<file path="src/sv/dda_pkg.sv">
// ----------------------------------------------------------------------------
// DDA line rasterizer package
// Shared constants, codes and types for the line rasterizer modules.
// ----------------------------------------------------------------------------
package dda_pkg;

  localparam int unsigned COORD_BITS_DEF = 12;
  localparam int unsigned FRAC_BITS_DEF  = 16;
  localparam int unsigned REG_W          = 12;
  localparam int unsigned COLOR_W        = 32;
  localparam int unsigned CMDQ_DEPTH     = 2;

  localparam logic [REG_W-1:0] FRAME_W_RST = 12'd640;
  localparam logic [REG_W-1:0] FRAME_H_RST = 12'd480;

  typedef enum logic {
    ACT_LOAD = 1'b0,
    ACT_STEP = 1'b1
  } action_e;

  typedef enum logic {
    CMD_LOAD = 1'b0,
    CMD_STEP = 1'b1
  } cmd_kind_e;

  typedef enum logic {
    REG_FRAME_WIDTH  = 1'b0,
    REG_FRAME_HEIGHT = 1'b1
  } cfg_reg_e;

  typedef struct packed {
    logic [REG_W-1:0] width;
    logic [REG_W-1:0] height;
  } frame_cfg_t;

  // Command word layout, MSB first: kind, start x, start y, inc x, inc y, step, color.
  function automatic int unsigned cmd_width(int unsigned coord_bits, int unsigned frac_bits);
    return 1 + 2 * coord_bits + 2 * (frac_bits + 2) + (coord_bits + 1) + COLOR_W;
  endfunction

endpackage

</file>
<file path="src/sv/dda_cmd_if.sv">
// ----------------------------------------------------------------------------
// DDA command channel
// Valid/ready channel that carries load and step words into the rasterizer.
// ----------------------------------------------------------------------------
interface dda_cmd_if #(
  parameter int unsigned COORD_BITS = dda_pkg::COORD_BITS_DEF
) ();

  logic                          valid;
  logic                          ready;
  logic                          action;
  logic signed [COORD_BITS-1:0]  start_x;
  logic signed [COORD_BITS-1:0]  start_y;
  logic signed [COORD_BITS-1:0]  end_x;
  logic signed [COORD_BITS-1:0]  end_y;
  logic [dda_pkg::COLOR_W-1:0]   line_color;

  modport source (
    output valid, action, start_x, start_y, end_x, end_y, line_color,
    input  ready
  );

  modport sink (
    input  valid, action, start_x, start_y, end_x, end_y, line_color,
    output ready
  );

endinterface

</file>
<file path="src/sv/dda_pix_if.sv">
// ----------------------------------------------------------------------------
// DDA pixel channel
// Valid/ready channel that carries rasterized pixels out of the block.
// ----------------------------------------------------------------------------
interface dda_pix_if #(
  parameter int unsigned COORD_BITS = dda_pkg::COORD_BITS_DEF
) ();

  logic                          valid;
  logic                          ready;
  logic signed [COORD_BITS-1:0]  pixel_x;
  logic signed [COORD_BITS-1:0]  pixel_y;
  logic [dda_pkg::COLOR_W-1:0]   pixel_color;
  logic                          visible;
  logic                          last;

  modport source (
    output valid, pixel_x, pixel_y, pixel_color, visible, last,
    input  ready
  );

  modport sink (
    input  valid, pixel_x, pixel_y, pixel_color, visible, last,
    output ready
  );

endinterface

</file>
<file path="src/sv/dda_div.sv">
// ----------------------------------------------------------------------------
// DDA increment divider
// Two-lane restoring divider, one quotient bit per lane per cycle.
// ----------------------------------------------------------------------------
module dda_div #(
  parameter int unsigned COORD_BITS = dda_pkg::COORD_BITS_DEF,
  parameter int unsigned FRAC_BITS  = dda_pkg::FRAC_BITS_DEF
) (
  input  logic                   clk_i,
  input  logic                   rst_ni,
  input  logic                   start_i,
  input  logic [COORD_BITS:0]    num_x_i,
  input  logic [COORD_BITS:0]    num_y_i,
  input  logic [COORD_BITS:0]    den_i,
  output logic                   done_o,
  output logic [FRAC_BITS:0]     quo_x_o,
  output logic [FRAC_BITS:0]     quo_y_o
);

  localparam int unsigned DW = COORD_BITS + 1;
  localparam int unsigned QW = FRAC_BITS + 1;
  localparam int unsigned NW = DW + FRAC_BITS;
  localparam int unsigned CW = $clog2(NW + 1);

  logic [CW-1:0] cnt_q, cnt_d;
  logic [NW-1:0] dvd_x_q, dvd_y_q;
  logic [DW-1:0] rem_x_q, rem_y_q, den_q;
  logic [QW-1:0] quo_x_q, quo_y_q;
  logic [DW:0]   trial_x, trial_y;
  logic          ge_x, ge_y;

  assign trial_x = {rem_x_q, dvd_x_q[NW-1]};
  assign trial_y = {rem_y_q, dvd_y_q[NW-1]};
  assign ge_x    = trial_x >= {1'b0, den_q};
  assign ge_y    = trial_y >= {1'b0, den_q};

  always_comb begin
    cnt_d = cnt_q;
    if (start_i) begin
      cnt_d = CW'(NW);
    end else if (cnt_q != '0) begin
      cnt_d = cnt_q - 1'b1;
    end
  end

  always_ff @(posedge clk_i or negedge rst_ni) begin
    if (!rst_ni) begin
      cnt_q <= '0;
    end else begin
      cnt_q <= cnt_d;
    end
  end

  always_ff @(posedge clk_i) begin
    if (start_i) begin
      dvd_x_q <= {num_x_i, {FRAC_BITS{1'b0}}};
      dvd_y_q <= {num_y_i, {FRAC_BITS{1'b0}}};
      den_q   <= den_i;
      rem_x_q <= '0;
      rem_y_q <= '0;
      quo_x_q <= '0;
      quo_y_q <= '0;
    end else if (cnt_q != '0) begin
      dvd_x_q <= {dvd_x_q[NW-2:0], 1'b0};
      dvd_y_q <= {dvd_y_q[NW-2:0], 1'b0};
      rem_x_q <= ge_x ? DW'(trial_x - {1'b0, den_q}) : trial_x[DW-1:0];
      rem_y_q <= ge_y ? DW'(trial_y - {1'b0, den_q}) : trial_y[DW-1:0];
      quo_x_q <= {quo_x_q[QW-2:0], ge_x};
      quo_y_q <= {quo_y_q[QW-2:0], ge_y};
    end
  end

  assign done_o  = (cnt_q == '0);
  assign quo_x_o = quo_x_q;
  assign quo_y_o = quo_y_q;

endmodule

</file>
<file path="src/sv/dda_front.sv">
// ----------------------------------------------------------------------------
// DDA front end
// Accepts command words, sets up line loads through the divider and queues
// load and step commands for the back end.
// ----------------------------------------------------------------------------
module dda_front #(
  parameter int unsigned COORD_BITS = dda_pkg::COORD_BITS_DEF,
  parameter int unsigned FRAC_BITS  = dda_pkg::FRAC_BITS_DEF,
  parameter int unsigned CMD_W      = dda_pkg::cmd_width(COORD_BITS, FRAC_BITS)
) (
  input  logic             clk_i,
  input  logic             rst_ni,
  dda_cmd_if.sink          cmd_i,
  output logic             q_push_o,
  output logic [CMD_W-1:0] q_data_o,
  input  logic             q_full_i
);

  localparam int unsigned DW = COORD_BITS + 1;
  localparam int unsigned QW = FRAC_BITS + 1;
  localparam int unsigned IW = FRAC_BITS + 2;

  typedef enum logic [1:0] {
    ST_IDLE,
    ST_DIV,
    ST_PUSH
  } state_e;

  state_e state_q, state_d;

  logic signed [DW-1:0]         dx, dy;
  logic [DW-1:0]                mag_x, mag_y, step;
  logic                         accept, load_acc;
  logic                         div_done;
  logic [QW-1:0]                quo_x, quo_y;
  logic [IW-1:0]                qx_ext, qy_ext;
  logic signed [IW-1:0]         inc_x, inc_y;
  logic signed [COORD_BITS-1:0] sx_q, sy_q;
  logic [DW-1:0]                step_q;
  logic                         neg_x_q, neg_y_q;
  logic [dda_pkg::COLOR_W-1:0]  color_q;
  dda_pkg::cmd_kind_e           kind;

  assign dx = {cmd_i.end_x[COORD_BITS-1], cmd_i.end_x}
            - {cmd_i.start_x[COORD_BITS-1], cmd_i.start_x};
  assign dy = {cmd_i.end_y[COORD_BITS-1], cmd_i.end_y}
            - {cmd_i.start_y[COORD_BITS-1], cmd_i.start_y};
  assign mag_x = dx[DW-1] ? DW'(-dx) : DW'(dx);
  assign mag_y = dy[DW-1] ? DW'(-dy) : DW'(dy);
  assign step  = (mag_x > mag_y) ? mag_x : mag_y;

  assign cmd_i.ready = (state_q == ST_IDLE) && !q_full_i;
  assign accept      = cmd_i.valid && cmd_i.ready;
  assign load_acc    = accept && (cmd_i.action == dda_pkg::ACT_LOAD);

  dda_div #(
    .COORD_BITS (COORD_BITS),
    .FRAC_BITS  (FRAC_BITS)
  ) u_div (
    .clk_i   (clk_i),
    .rst_ni  (rst_ni),
    .start_i (load_acc),
    .num_x_i (mag_x),
    .num_y_i (mag_y),
    .den_i   (step),
    .done_o  (div_done),
    .quo_x_o (quo_x),
    .quo_y_o (quo_y)
  );

  // A zero-length line gets zero increments.
  assign qx_ext = {1'b0, quo_x};
  assign qy_ext = {1'b0, quo_y};
  assign inc_x  = (step_q == '0) ? '0 : (neg_x_q ? -qx_ext : qx_ext);
  assign inc_y  = (step_q == '0) ? '0 : (neg_y_q ? -qy_ext : qy_ext);

  always_comb begin
    state_d = state_q;
    unique case (state_q)
      ST_IDLE: begin
        if (load_acc) begin
          state_d = ST_DIV;
        end
      end
      ST_DIV: begin
        if (div_done) begin
          state_d = ST_PUSH;
        end
      end
      ST_PUSH: begin
        if (!q_full_i) begin
          state_d = ST_IDLE;
        end
      end
      default: state_d = ST_IDLE;
    endcase
  end

  always_ff @(posedge clk_i or negedge rst_ni) begin
    if (!rst_ni) begin
      state_q <= ST_IDLE;
    end else begin
      state_q <= state_d;
    end
  end

  always_ff @(posedge clk_i) begin
    if (load_acc) begin
      sx_q    <= cmd_i.start_x;
      sy_q    <= cmd_i.start_y;
      step_q  <= step;
      neg_x_q <= dx[DW-1];
      neg_y_q <= dy[DW-1];
      color_q <= cmd_i.line_color;
    end
  end

  assign kind     = (state_q == ST_PUSH) ? dda_pkg::CMD_LOAD : dda_pkg::CMD_STEP;
  assign q_push_o = ((state_q == ST_IDLE) && accept && (cmd_i.action == dda_pkg::ACT_STEP))
                 || ((state_q == ST_PUSH) && !q_full_i);
  assign q_data_o = {kind, sx_q, sy_q, inc_x, inc_y, step_q, color_q};

endmodule

</file>
<file path="src/sv/dda_cmdq.sv">
// ----------------------------------------------------------------------------
// DDA command queue
// Small first-in first-out buffer between the front end and the back end.
// ----------------------------------------------------------------------------
module dda_cmdq #(
  parameter int unsigned WIDTH = 8,
  parameter int unsigned DEPTH = dda_pkg::CMDQ_DEPTH
) (
  input  logic             clk_i,
  input  logic             rst_ni,
  input  logic             push_i,
  input  logic [WIDTH-1:0] data_i,
  output logic             full_o,
  input  logic             pop_i,
  output logic             valid_o,
  output logic [WIDTH-1:0] data_o
);

  localparam int unsigned PTR_W = (DEPTH > 1) ? $clog2(DEPTH) : 1;
  localparam int unsigned CNT_W = $clog2(DEPTH + 1);

  logic [WIDTH-1:0] mem_q [DEPTH];
  logic [PTR_W-1:0] wptr_q, rptr_q;
  logic [CNT_W-1:0] count_q;
  logic             do_push, do_pop;

  assign full_o  = (count_q == CNT_W'(DEPTH));
  assign valid_o = (count_q != '0);
  assign do_push = push_i && !full_o;
  assign do_pop  = pop_i && valid_o;
  assign data_o  = mem_q[rptr_q];

  always_ff @(posedge clk_i or negedge rst_ni) begin
    if (!rst_ni) begin
      wptr_q  <= '0;
      rptr_q  <= '0;
      count_q <= '0;
    end else begin
      if (do_push) begin
        wptr_q <= (wptr_q == PTR_W'(DEPTH - 1)) ? '0 : wptr_q + 1'b1;
      end
      if (do_pop) begin
        rptr_q <= (rptr_q == PTR_W'(DEPTH - 1)) ? '0 : rptr_q + 1'b1;
      end
      if (do_push && !do_pop) begin
        count_q <= count_q + 1'b1;
      end else if (do_pop && !do_push) begin
        count_q <= count_q - 1'b1;
      end
    end
  end

  always_ff @(posedge clk_i) begin
    if (do_push) begin
      mem_q[wptr_q] <= data_i;
    end
  end

endmodule

</file>
<file path="src/sv/dda_back.sv">
// ----------------------------------------------------------------------------
// DDA back end
// Holds the active line, steps the fixed-point position and drives the
// registered pixel output.
// ----------------------------------------------------------------------------
module dda_back #(
  parameter int unsigned COORD_BITS = dda_pkg::COORD_BITS_DEF,
  parameter int unsigned FRAC_BITS  = dda_pkg::FRAC_BITS_DEF,
  parameter int unsigned CMD_W      = dda_pkg::cmd_width(COORD_BITS, FRAC_BITS)
) (
  input  logic                clk_i,
  input  logic                rst_ni,
  input  logic                q_valid_i,
  input  logic [CMD_W-1:0]    q_data_i,
  output logic                q_pop_o,
  input  dda_pkg::frame_cfg_t cfg_i,
  dda_pix_if.source           pix_o
);

  localparam int unsigned DW     = COORD_BITS + 1;
  localparam int unsigned IW     = FRAC_BITS + 2;
  localparam int unsigned PW     = COORD_BITS + FRAC_BITS + 1;
  localparam int unsigned LW     = dda_pkg::REG_W + FRAC_BITS + 1;
  localparam int unsigned CMP_W  = (PW > LW) ? PW : LW;
  localparam int unsigned O_STEP = dda_pkg::COLOR_W;
  localparam int unsigned O_INCY = O_STEP + DW;
  localparam int unsigned O_INCX = O_INCY + IW;
  localparam int unsigned O_SY   = O_INCX + IW;
  localparam int unsigned O_SX   = O_SY + COORD_BITS;
  localparam int unsigned O_KIND = O_SX + COORD_BITS;

  dda_pkg::cmd_kind_e           c_kind;
  logic signed [COORD_BITS-1:0] c_sx, c_sy;
  logic signed [IW-1:0]         c_incx, c_incy;
  logic [DW-1:0]                c_step;
  logic [dda_pkg::COLOR_W-1:0]  c_color;

  logic signed [PW-1:0]         cur_x_q, cur_x_d, cur_y_q, cur_y_d;
  logic signed [PW-1:0]         inc_x_q, inc_x_d, inc_y_q, inc_y_d;
  logic [DW-1:0]                steps_q, steps_d;
  logic [dda_pkg::COLOR_W-1:0]  color_q, color_d;
  logic                         active_q, active_d;
  logic                         out_valid_q, out_valid_d;
  logic                         out_load;

  logic [PW-1:0]                mag_x, mag_y;
  logic [COORD_BITS-1:0]        ip_x, ip_y, px, py;
  logic signed [CMP_W-1:0]      pos_x_e, pos_y_e, lim_w_e, lim_h_e;
  logic                         vis;

  logic signed [COORD_BITS-1:0] px_q, py_q;
  logic [dda_pkg::COLOR_W-1:0]  pcolor_q;
  logic                         vis_q, last_q;

  assign c_kind  = dda_pkg::cmd_kind_e'(q_data_i[O_KIND]);
  assign c_sx    = q_data_i[O_SX +: COORD_BITS];
  assign c_sy    = q_data_i[O_SY +: COORD_BITS];
  assign c_incx  = q_data_i[O_INCX +: IW];
  assign c_incy  = q_data_i[O_INCY +: IW];
  assign c_step  = q_data_i[O_STEP +: DW];
  assign c_color = q_data_i[0 +: dda_pkg::COLOR_W];

  assign q_pop_o = q_valid_i && (!out_valid_q || pix_o.ready);

  // Truncation toward zero of the fixed-point position.
  assign mag_x = cur_x_q[PW-1] ? PW'(-cur_x_q) : PW'(cur_x_q);
  assign mag_y = cur_y_q[PW-1] ? PW'(-cur_y_q) : PW'(cur_y_q);
  assign ip_x  = mag_x[FRAC_BITS +: COORD_BITS];
  assign ip_y  = mag_y[FRAC_BITS +: COORD_BITS];
  assign px    = cur_x_q[PW-1] ? -ip_x : ip_x;
  assign py    = cur_y_q[PW-1] ? -ip_y : ip_y;

  // The bounds test uses the full fixed-point position.
  assign pos_x_e = CMP_W'(cur_x_q);
  assign pos_y_e = CMP_W'(cur_y_q);
  assign lim_w_e = CMP_W'({cfg_i.width, {FRAC_BITS{1'b0}}});
  assign lim_h_e = CMP_W'({cfg_i.height, {FRAC_BITS{1'b0}}});
  assign vis     = (pos_x_e > 0) && (pos_x_e < lim_w_e)
                && (pos_y_e > 0) && (pos_y_e < lim_h_e);

  always_comb begin
    cur_x_d     = cur_x_q;
    cur_y_d     = cur_y_q;
    inc_x_d     = inc_x_q;
    inc_y_d     = inc_y_q;
    steps_d     = steps_q;
    color_d     = color_q;
    active_d    = active_q;
    out_valid_d = out_valid_q && !pix_o.ready;
    out_load    = 1'b0;
    if (q_pop_o) begin
      if (c_kind == dda_pkg::CMD_LOAD) begin
        cur_x_d  = PW'(c_sx) <<< FRAC_BITS;
        cur_y_d  = PW'(c_sy) <<< FRAC_BITS;
        inc_x_d  = PW'(c_incx);
        inc_y_d  = PW'(c_incy);
        steps_d  = c_step;
        color_d  = c_color;
        active_d = 1'b1;
      end else if (active_q) begin
        out_load    = 1'b1;
        out_valid_d = 1'b1;
        if (steps_q == '0) begin
          active_d = 1'b0;
        end else begin
          cur_x_d = cur_x_q + inc_x_q;
          cur_y_d = cur_y_q + inc_y_q;
          steps_d = steps_q - 1'b1;
        end
      end
    end
  end

  always_ff @(posedge clk_i or negedge rst_ni) begin
    if (!rst_ni) begin
      active_q    <= 1'b0;
      out_valid_q <= 1'b0;
    end else begin
      active_q    <= active_d;
      out_valid_q <= out_valid_d;
    end
  end

  always_ff @(posedge clk_i) begin
    cur_x_q <= cur_x_d;
    cur_y_q <= cur_y_d;
    inc_x_q <= inc_x_d;
    inc_y_q <= inc_y_d;
    steps_q <= steps_d;
    color_q <= color_d;
    if (out_load) begin
      px_q     <= px;
      py_q     <= py;
      pcolor_q <= color_q;
      vis_q    <= vis;
      last_q   <= (steps_q == '0);
    end
  end

  assign pix_o.valid       = out_valid_q;
  assign pix_o.pixel_x     = px_q;
  assign pix_o.pixel_y     = py_q;
  assign pix_o.pixel_color = pcolor_q;
  assign pix_o.visible     = vis_q;
  assign pix_o.last        = last_q;

endmodule

</file>
<file path="src/sv/dda_line_rasterizer.sv">
// ----------------------------------------------------------------------------
// DDA line rasterizer
// A step word passes through the command queue and the pixel output register before
// its pixel shows; steps run at one per cycle while the pixel output is not stalled.
// A load word holds the input until the bit-serial divider has formed both axis
// increments. Reset clears the queue, the active line and the output valid; the frame
// size returns to 640 by 480.
// ----------------------------------------------------------------------------
module dda_line_rasterizer #(
  parameter int unsigned COORD_BITS = dda_pkg::COORD_BITS_DEF,
  parameter int unsigned FRAC_BITS  = dda_pkg::FRAC_BITS_DEF
) (
  input  logic                      clk_i,
  input  logic                      rst_ni,
  dda_cmd_if.sink                   cmd_i,
  dda_pix_if.source                 pix_o,
  input  logic                      cfg_we_i,
  input  logic                      cfg_idx_i,
  input  logic [dda_pkg::REG_W-1:0] cfg_wdata_i
);

  localparam int unsigned CMD_W = dda_pkg::cmd_width(COORD_BITS, FRAC_BITS);

  dda_pkg::frame_cfg_t cfg_q;
  logic                q_push, q_full, q_valid, q_pop;
  logic [CMD_W-1:0]    q_wdata, q_rdata;

  always_ff @(posedge clk_i or negedge rst_ni) begin
    if (!rst_ni) begin
      cfg_q.width  <= dda_pkg::FRAME_W_RST;
      cfg_q.height <= dda_pkg::FRAME_H_RST;
    end else if (cfg_we_i) begin
      unique case (dda_pkg::cfg_reg_e'(cfg_idx_i))
        dda_pkg::REG_FRAME_WIDTH:  cfg_q.width  <= cfg_wdata_i;
        dda_pkg::REG_FRAME_HEIGHT: cfg_q.height <= cfg_wdata_i;
        default: ;
      endcase
    end
  end

  dda_front #(
    .COORD_BITS (COORD_BITS),
    .FRAC_BITS  (FRAC_BITS),
    .CMD_W      (CMD_W)
  ) u_front (
    .clk_i    (clk_i),
    .rst_ni   (rst_ni),
    .cmd_i    (cmd_i),
    .q_push_o (q_push),
    .q_data_o (q_wdata),
    .q_full_i (q_full)
  );

  dda_cmdq #(
    .WIDTH (CMD_W),
    .DEPTH (dda_pkg::CMDQ_DEPTH)
  ) u_cmdq (
    .clk_i   (clk_i),
    .rst_ni  (rst_ni),
    .push_i  (q_push),
    .data_i  (q_wdata),
    .full_o  (q_full),
    .pop_i   (q_pop),
    .valid_o (q_valid),
    .data_o  (q_rdata)
  );

  dda_back #(
    .COORD_BITS (COORD_BITS),
    .FRAC_BITS  (FRAC_BITS),
    .CMD_W      (CMD_W)
  ) u_back (
    .clk_i     (clk_i),
    .rst_ni    (rst_ni),
    .q_valid_i (q_valid),
    .q_data_i  (q_rdata),
    .q_pop_o   (q_pop),
    .cfg_i     (cfg_q),
    .pix_o     (pix_o)
  );

endmodule

</file>
<file path="src/flat_wrapper.sv">
// flat-port wrapper written by rule: the top's interface ports become plain ports
module dda_line_rasterizer_flat 
#(
  parameter int unsigned COORD_BITS = dda_pkg::COORD_BITS_DEF,
  parameter int unsigned FRAC_BITS  = dda_pkg::FRAC_BITS_DEF
)
  (clk_i, rst_ni, cfg_we_i, cfg_idx_i, cfg_wdata_i, cmd_i_valid, cmd_i_action, cmd_i_start_x, cmd_i_start_y, cmd_i_end_x, cmd_i_end_y, cmd_i_line_color, cmd_i_ready, pix_o_valid, pix_o_pixel_x, pix_o_pixel_y, pix_o_pixel_color, pix_o_visible, pix_o_last, pix_o_ready);
  dda_cmd_if #(.COORD_BITS(COORD_BITS)) cmd_i_i ();
  dda_pix_if #(.COORD_BITS(COORD_BITS)) pix_o_i ();
  input  logic clk_i;
  input  logic rst_ni;
  input  logic cfg_we_i;
  input  logic cfg_idx_i;
  input  logic [dda_pkg::REG_W-1:0] cfg_wdata_i;
  input wire logic [$bits(cmd_i_i.valid)-1:0] cmd_i_valid;
  input wire logic [$bits(cmd_i_i.action)-1:0] cmd_i_action;
  input wire logic [$bits(cmd_i_i.start_x)-1:0] cmd_i_start_x;
  input wire logic [$bits(cmd_i_i.start_y)-1:0] cmd_i_start_y;
  input wire logic [$bits(cmd_i_i.end_x)-1:0] cmd_i_end_x;
  input wire logic [$bits(cmd_i_i.end_y)-1:0] cmd_i_end_y;
  input wire logic [$bits(cmd_i_i.line_color)-1:0] cmd_i_line_color;
  output wire logic [$bits(cmd_i_i.ready)-1:0] cmd_i_ready;
  output wire logic [$bits(pix_o_i.valid)-1:0] pix_o_valid;
  output wire logic [$bits(pix_o_i.pixel_x)-1:0] pix_o_pixel_x;
  output wire logic [$bits(pix_o_i.pixel_y)-1:0] pix_o_pixel_y;
  output wire logic [$bits(pix_o_i.pixel_color)-1:0] pix_o_pixel_color;
  output wire logic [$bits(pix_o_i.visible)-1:0] pix_o_visible;
  output wire logic [$bits(pix_o_i.last)-1:0] pix_o_last;
  input wire logic [$bits(pix_o_i.ready)-1:0] pix_o_ready;
  assign cmd_i_i.valid = cmd_i_valid;
  assign cmd_i_i.action = cmd_i_action;
  assign cmd_i_i.start_x = cmd_i_start_x;
  assign cmd_i_i.start_y = cmd_i_start_y;
  assign cmd_i_i.end_x = cmd_i_end_x;
  assign cmd_i_i.end_y = cmd_i_end_y;
  assign cmd_i_i.line_color = cmd_i_line_color;
  assign cmd_i_ready = cmd_i_i.ready;
  assign pix_o_valid = pix_o_i.valid;
  assign pix_o_pixel_x = pix_o_i.pixel_x;
  assign pix_o_pixel_y = pix_o_i.pixel_y;
  assign pix_o_pixel_color = pix_o_i.pixel_color;
  assign pix_o_visible = pix_o_i.visible;
  assign pix_o_last = pix_o_i.last;
  assign pix_o_i.ready = pix_o_ready;
  dda_line_rasterizer #(.COORD_BITS(COORD_BITS), .FRAC_BITS(FRAC_BITS)) u_core (.clk_i(clk_i), .rst_ni(rst_ni), .cmd_i(cmd_i_i), .pix_o(pix_o_i), .cfg_we_i(cfg_we_i), .cfg_idx_i(cfg_idx_i), .cfg_wdata_i(cfg_wdata_i));
endmodule
</file>
<file path="config.mk">
export PLATFORM = sky130hd
export DESIGN_NAME = dda_line_rasterizer_flat
export DESIGN_NICKNAME = d
export VERILOG_FILES = /design/src/sv/dda_pkg.sv /design/src/sv/dda_cmd_if.sv /design/src/sv/dda_pix_if.sv /design/src/sv/dda_div.sv /design/src/sv/dda_front.sv /design/src/sv/dda_cmdq.sv /design/src/sv/dda_back.sv /design/src/sv/dda_line_rasterizer.sv /design/src/flat_wrapper.sv
export SDC_FILE = /design/constraint.sdc
export NUM_CORES = 1
export LEC_CHECK = 0
export ABC_CLOCK_PERIOD_IN_PS = 20400
export CAP_MARGIN = 0
export CELL_PAD_IN_SITES_DETAIL_PLACEMENT = 1
export CELL_PAD_IN_SITES_GLOBAL_PLACEMENT = 1
export CORE_MARGIN = 2
export CORE_UTILIZATION = 58
export CTS_BUF_LIST = sky130_fd_sc_hd__clkbuf_8
export DETAILED_ROUTE_END_ITERATION = 16
export DONT_BUFFER_PORTS = 1
export PLACE_DENSITY = 0.92
export REMOVE_ABC_BUFFERS = 1
export SETUP_SLACK_MARGIN = 0.05
export SLEW_MARGIN = 5
export SYNTH_ARGS = -nofsm -noshare
export SYNTH_HDL_FRONTEND = slang
export SYNTH_SLANG_ARGS = --single-unit
</file>
<file path="constraint.sdc">
create_clock -name clk_i -period 20.4 [get_ports clk_i]
set_input_delay 5.1 -clock clk_i [delete_from_list [all_inputs] [get_ports clk_i]]
set_output_delay 5.1 -clock clk_i [all_outputs]
set_load 0.02 [all_outputs]
</file>
# Word level (Yosys, flattened, before mapping)
# Memories as Yosys holds them, arrays and structs flattened.
# Index checks and enable logic that the tools add are counted.
[classes]
bitwise = 3
eq_ne = 8
n_lt_le_gt_ge = 7
muxes = 48
add_sub_neg = 20
n_reduce_logical = 35
[op_table]
columns = ["op", "count"]
rows = [
  ["$mux W29", 10],
  ["$mux W13", 8],
  ["$mux W18", 4],
  ["$add A29 B18 Y29", 2],
  ["$gt A29 B1 Y1 const B", 2],
  ["$lt A29 B29 Y1", 2],
  ["$mux W28", 2],
  ["$neg A28 Y28", 2],
  ["$neg A17 Y18", 2],
  ["$ge A14 B13 Y1", 2],
  ["$logic_not A13 Y1", 2],
  ["$neg A13 Y13", 2],
  ["$sub A12 B12 Y13", 2],
  ["$sub A13 B13 Y13", 2],
  ["$mux W12", 2],
  ["$neg A12 Y12", 2],
  ["$logic_and A1 B1 Y1", 15],
  ["$mux W1", 14],
  ["$gt A13 B13 Y1", 1],
  ["$sub A13 B1 Y13 const B", 1],
  ["$mux W2", 5],
  ["$mux W5", 2],
  ["$ne A2 B2 Y1 const B", 4],
  ["$pmux W2 S3", 1],
  ["other kinds (16)", 30],
]
[totals]
regBits = 391
memories = 1
ramBits = 212
input_bits = 99
elab_cells = 156
[memory_table]
columns = ["memory", "words", "width", "rd", "rd_ports_with_merged_regs", "write_ports", "line", "text"]
rows = [
  ["u_core.u_cmdq.mem_q", 2, 106, 1, 0, 1, "dda_cmdq.sv:22", "logic [WIDTH-1:0] mem_q [DEPTH];"],
]

# Longest topological paths before layout
[logic_depth]
depth_word = 12
mapped_depth = 24
mapped_depth_nobuf = 22

# By module
# A second synthesis with hierarchy kept.
[unflattened]
hier_cells = 2483
hier_area_um2 = 30889.6
[modules_own_cells]
columns = ["mod", "area_per_inst_um2", "cells_each", "n_inst", "seq_area_each_um2"]
rows = [
  ["dda_back", 11123.2, 968, 1, 5965.7],
  ["dda_cmdq", 7961.4, 349, 1, 6466.2],
  ["dda_div", 5454.0, 565, 1, 2497.4],
  ["dda_front", 5390.2, 549, 1, 2182.1],
  ["dda_line_rasterizer", 960.9, 52, 1, 608.1],
]

# Worst setup path after synthesis
# OpenSTA, ideal clock, no wires.
[synth_path]
path_kind = "input to register"
from = "input port cmd_i_valid"
to = "memory u_core.u_cmdq.mem_q[0][0] (netlist name), enable pin"
arrival_ns = 15.158
stages = 2
setup_time_ns = 0.831
slack_ns = 4.411
t_required_ns = 19.569
cell_sequence = "a21oi_1 > nor4_1"
[synth_via]
elab_chain_len = 7
[synth_rtl]
columns = ["item", "line", "text"]
rows = [
  ["from (decl)", "flat_wrapper.sv:15", "input wire logic [$bits(cmd_i_i.valid)-1:0] cmd_i_valid;"],
  ["$logic_and A1 B1 Y1", "dda_front.sv:53", "assign accept = cmd_i.valid && cmd_i.ready;"],
  ["$logic_and A1 B1 Y1 (2 in a row)", "dda_front.sv:119", "assign q_push_o = ((state_q == ST_IDLE) && accept && (cmd_i.action == dda_pkg::ACT_STEP))"],
  ["$logic_or A1 B1 Y1", "dda_front.sv:120", "|| ((state_q == ST_PUSH) && !q_full_i);"],
  ["$logic_and A1 B1 Y1", "dda_cmdq.sv:29", "assign do_push = push_i && !full_o;"],
  ["$mux W1", "dda_cmdq.sv:54", "if (do_push) begin"],
  ["$mux W1 (not written as such)", "dda_cmdq.sv:55", "mem_q[wptr_q] <= data_i;"],
  ["to (decl)", "dda_cmdq.sv:22", ""],
]
# Every way passes these cells.

# Final worst setup path
[layout_path]
from = "input port cmd_i_end_y[0]"
to = "register u_core.u_front.step_q[0] (data pin)"
[layout_via]
elab_chain_len = 5
[layout_rtl]
columns = ["item", "line", "text"]
rows = [
  ["from (decl)", "flat_wrapper.sv:20", "input wire logic [$bits(cmd_i_i.end_y)-1:0] cmd_i_end_y;"],
  ["$sub A12 B12 Y13 *", "dda_front.sv:47", "- {cmd_i.start_y[COORD_BITS-1], cmd_i.start_y};"],
  ["$neg A13 Y13", "dda_front.sv:49", "assign mag_y = dy[DW-1] ? DW'(-dy) : DW'(dy);"],
  ["$mux W13 *", "dda_front.sv:49", ""],
  ["$gt A13 B13 Y1", "dda_front.sv:50", "assign step = (mag_x > mag_y) ? mag_x : mag_y;"],
  ["$mux W13 *", "dda_front.sv:50", ""],
  ["named net u_core.u_front.step[0]", "dda_front.sv:32", "logic [DW-1:0] mag_x, mag_y, step;"],
  ["to (signal assigned)", "dda_front.sv:111", "step_q <= step;"],
  ["to (decl)", "dda_front.sv:39", "logic [DW-1:0] step_q;"],
]
# Mark *: on every way through the listed nets, which the timed path passes. The rest lies on a longest branch.
# A chain may end at the register's enable or synchronous reset.

==> flow_summary.json <==
{
  "status": "completed",
  "clock_latency_ps": 760,
  "yosysTopAreaCell": "edfxtp_1",
  "reg2reg_slack_ps": 16120,
  "final_nets": 2698,
  "layout_setup_ws_ps": 10130,
  "synth_top_area_share_pct": 52.2,
  "cp-start-kind": "primary input",
  "worst_pin_slew_ps": 1290,
  "fmax_mhz": 97.3,
  "synth_seq_cells": 603,
  "synthArstFlopShare_pct": 6.14,
  "power_density_nw_per_um2": 175,
  "yosys_warnings": 0,
  "cts_max_path_buffers": 3,
  "crit_fanout": 8,
  "r2r_start": "u_core.u_back.cur_x_q[13]$_SDFFCE_PN0P_",
  "maxCapViolCount": 0,
  "p_leak_nw": 12.2,
  "crit_path_end_kind": "flip-flop",
  "synth_edf_count": 506,
  "grt_pass1_vias": 23598,
  "wirelength_um": 102000,
  "post-route-drc-count": 0,
  "cts_sinks": 603,
  "drive_gt1_share_pct": 10.8,
  "htree_levels": 3,
  "place_congestion": 0.880,
  "hp-class": "reg2reg",
  "first_pass_iters": 8,
  "cts_setup_buffers": 0,
  "dpl-instance-area_um2": 29900,
  "ctsHoldBuffers": 0,
  "row_count": 82,
  "io_pins": 159,
  "fin_crit_sh_pct": 50.4,
  "routedWlPerCell_um": 31.7,
  "hold_viol_final": 0,
  "peakVddDrop_v": 0.000112,
  "ant_nets": 0,
  "synthesis.area_um2": 29100,
  "slew_violations": 0,
  "viasPerCell": 6.82,
  "vias": 21885,
  "final_cell_mix": "edfxtp_1 (506), nand2_1 (208), nor2_1 (165)",
  "fin_cells": 3209,
  "cts_resized": 0,
  "setup_viol": 0,
  "tns_ps": 0,
  "grt-ovfl-total": 0,
  "cts_root_buf": "clkbuf_8",
  "min_period_ps": 10270,
  "hold_path_depth": 0,
  "grt_first_pass_wirelength_um": 151000,
  "min_to": "u_core.u_back.pix_o.pixel_color[22]$_DFFE_PP_",
  "final_area_um2": 31900,
  "first_iter_violations": 2591,
  "hpwl_um": 56400,
  "rsz0062_at_grt": "false",
  "fin_hold_ws_ps": 403,
  "synth_cell_types": 70,
  "slew_headroom_pct": 13.9,
  "cp.required_ps": 20890,
  "min_from": "u_core.u_back.color_q[22]$_DFFE_PP_",
  "reg2regPathDepth": 9,
  "ys.flop_type": "edfxtp_1",
  "dieArea_um2": 52000,
  "grt_max_degree": 79,
  "cts_buffers": 95,
  "cts_tree": "done",
  "clk_pin_slew_ps": 70,
  "numPortBuffers": 0,
  "final_common_cell": "edfxtp_1",
  "finalPower_mw": 5.58,
  "die_h_um": 228,
  "area_growth_pct": 9.41,
  "critPathLaunch": "cmd_i_end_y[0]",
  "antenna_found_initial": 13,
  "yosys-top-cells-area": "edfxtp_1 (52%), ha_1 (6.5%), dfxtp_1 (4.1%)",
  "grt.total_usage_pct": 38.6,
  "skew_ps": 49.0,
  "crit_arrival_ps": 10760,
  "chipWidth_um": 228,
  "syn_area_per_cell_um2": 12.1,
  "dp.cells": 3017,
  "post-place-ws_ps": 10210,
  "timing.rr.end": "u_core.u_back.pix_o.pixel_x[8]$_DFFE_PP_",
  "crit_type": "in2reg",
  "syn_inst": 2399,
  "final_util_pct": 63.9,
  "initial_core_util_pct": 58.4,
  "ys_seq_area_share_pct": 59.5,
  "core-area_um2": 49900
}
worst max-delay path, stage by stage:
cell,delay (ps)
inv_1,80
ha_1,250
fa_1,420
nor2b_1,240
o31a_1,230
o31a_1,200
a21oi_1,110
nor4_1,610
nor4bb_1,600
nor2_1,150
xnor2_1,660
ha_1,270
nand2_1,100
o41ai_2,980
buf_4,360
mux2i_1,400
cells by family after synthesis:
family,count (synthesis),share of synthesized area [%]
xor+xnor,158,4.75
fa+ha+maj,157,6.90
compound gates,514,10.8
flops,603,59.5
simple gates,628,10.2
mux,142,5.28
buf+inv,197,2.54
Yosys cell counts, drive strengths merged (60+ instances only):
| library cell | instances |
|---|---|
| xor2 | 82 |
| dfxtp | 60 |
| a21oi | 157 |
| inv | 124 |
| clkbuf | 64 |
| edfxtp | 506 |
| nand2 | 208 |
| ha | 151 |
| xnor2 | 76 |
| o21ai | 141 |
| mux2 | 93 |
| nor2 | 167 |
flip-flops by register name (all words and copies together), names as in the netlist, 17 cells and up:
| register | count |
|---|---|
| u_core.u_back.pix_o.pixel_color | 32 |
| u_core.u_back.cur_x_q | 29 |
| u_core.u_back.color_q | 32 |
| u_core.u_back.inc_y_q | 18 |
| u_core.u_front.color_q | 32 |
| u_core.u_cmdq.mem_q | 212 |
| u_core.cfg_q | 24 |
| u_core.u_back.cur_y_q | 29 |
| u_core.u_back.inc_x_q | 18 |
| u_core.u_front.u_div.quo_x_o | 17 |
| u_core.u_front.u_div.quo_y_o | 17 |
power by group:
part	switching, mW	internal (mW)
Sequential	0.426	1.85
Clock	0.548	0.545
Combinational	1.40	0.810
how the worst max path moves through the flow:
stage | endpoint | slack (ps) | depth (start not counted)
2_1_floorplan | u_core.u_cmdq.mem_q[0][0]$_DFFE_PP_ | 4410 | 2
3_3_place_gp | u_core.u_front.step_q[10]$_DFFE_PP_ | 10640 | 21
3_5_place_dp | u_core.u_front.step_q[2]$_DFFE_PP_ | 10210 | 20
4_1_cts | u_core.u_front.step_q[0]$_DFFE_PP_ | 10520 | 21
5_1_grt | u_core.u_front.step_q[0]$_DFFE_PP_ | 10180 | 17
6_report | u_core.u_front.step_q[0]$_DFFE_PP_ | 10130 | 16
final cells by class:
| class | instances | area (µm²) |
|---|---|---|
| tap | 672 | 841 |
| clock buffer | 107 | 1470 |
| fill | 4866 | 18000 |
| inverter | 124 | 468 |
| multi-input combinational | 1599 | 11100 |
| antenna | 14 | 35.0 |
| timing repair buffer | 19 | 143 |
| sequential | 603 | 17300 |
| clock inverter | 71 | 425 |
layer usage:
| layer | share of wire (%) | wire (µm) | global-route usage (%) | vias up |
|---|---|---|---|---|
| met1 | 33 | 34000 | 42.2 | 10744 |
| met5 | 0.045 | 46 | 0 | - |
| li1 | - | - | - | 8946 |
| met2 | 49 | 49700 | 66.3 | 1610 |
| met3 | 9.0 | 9150 | 10.0 | 579 |
| met4 | 8.6 | 8750 | 25.8 | 6 |
No activity file was read; power rests on OpenSTA's default activity.
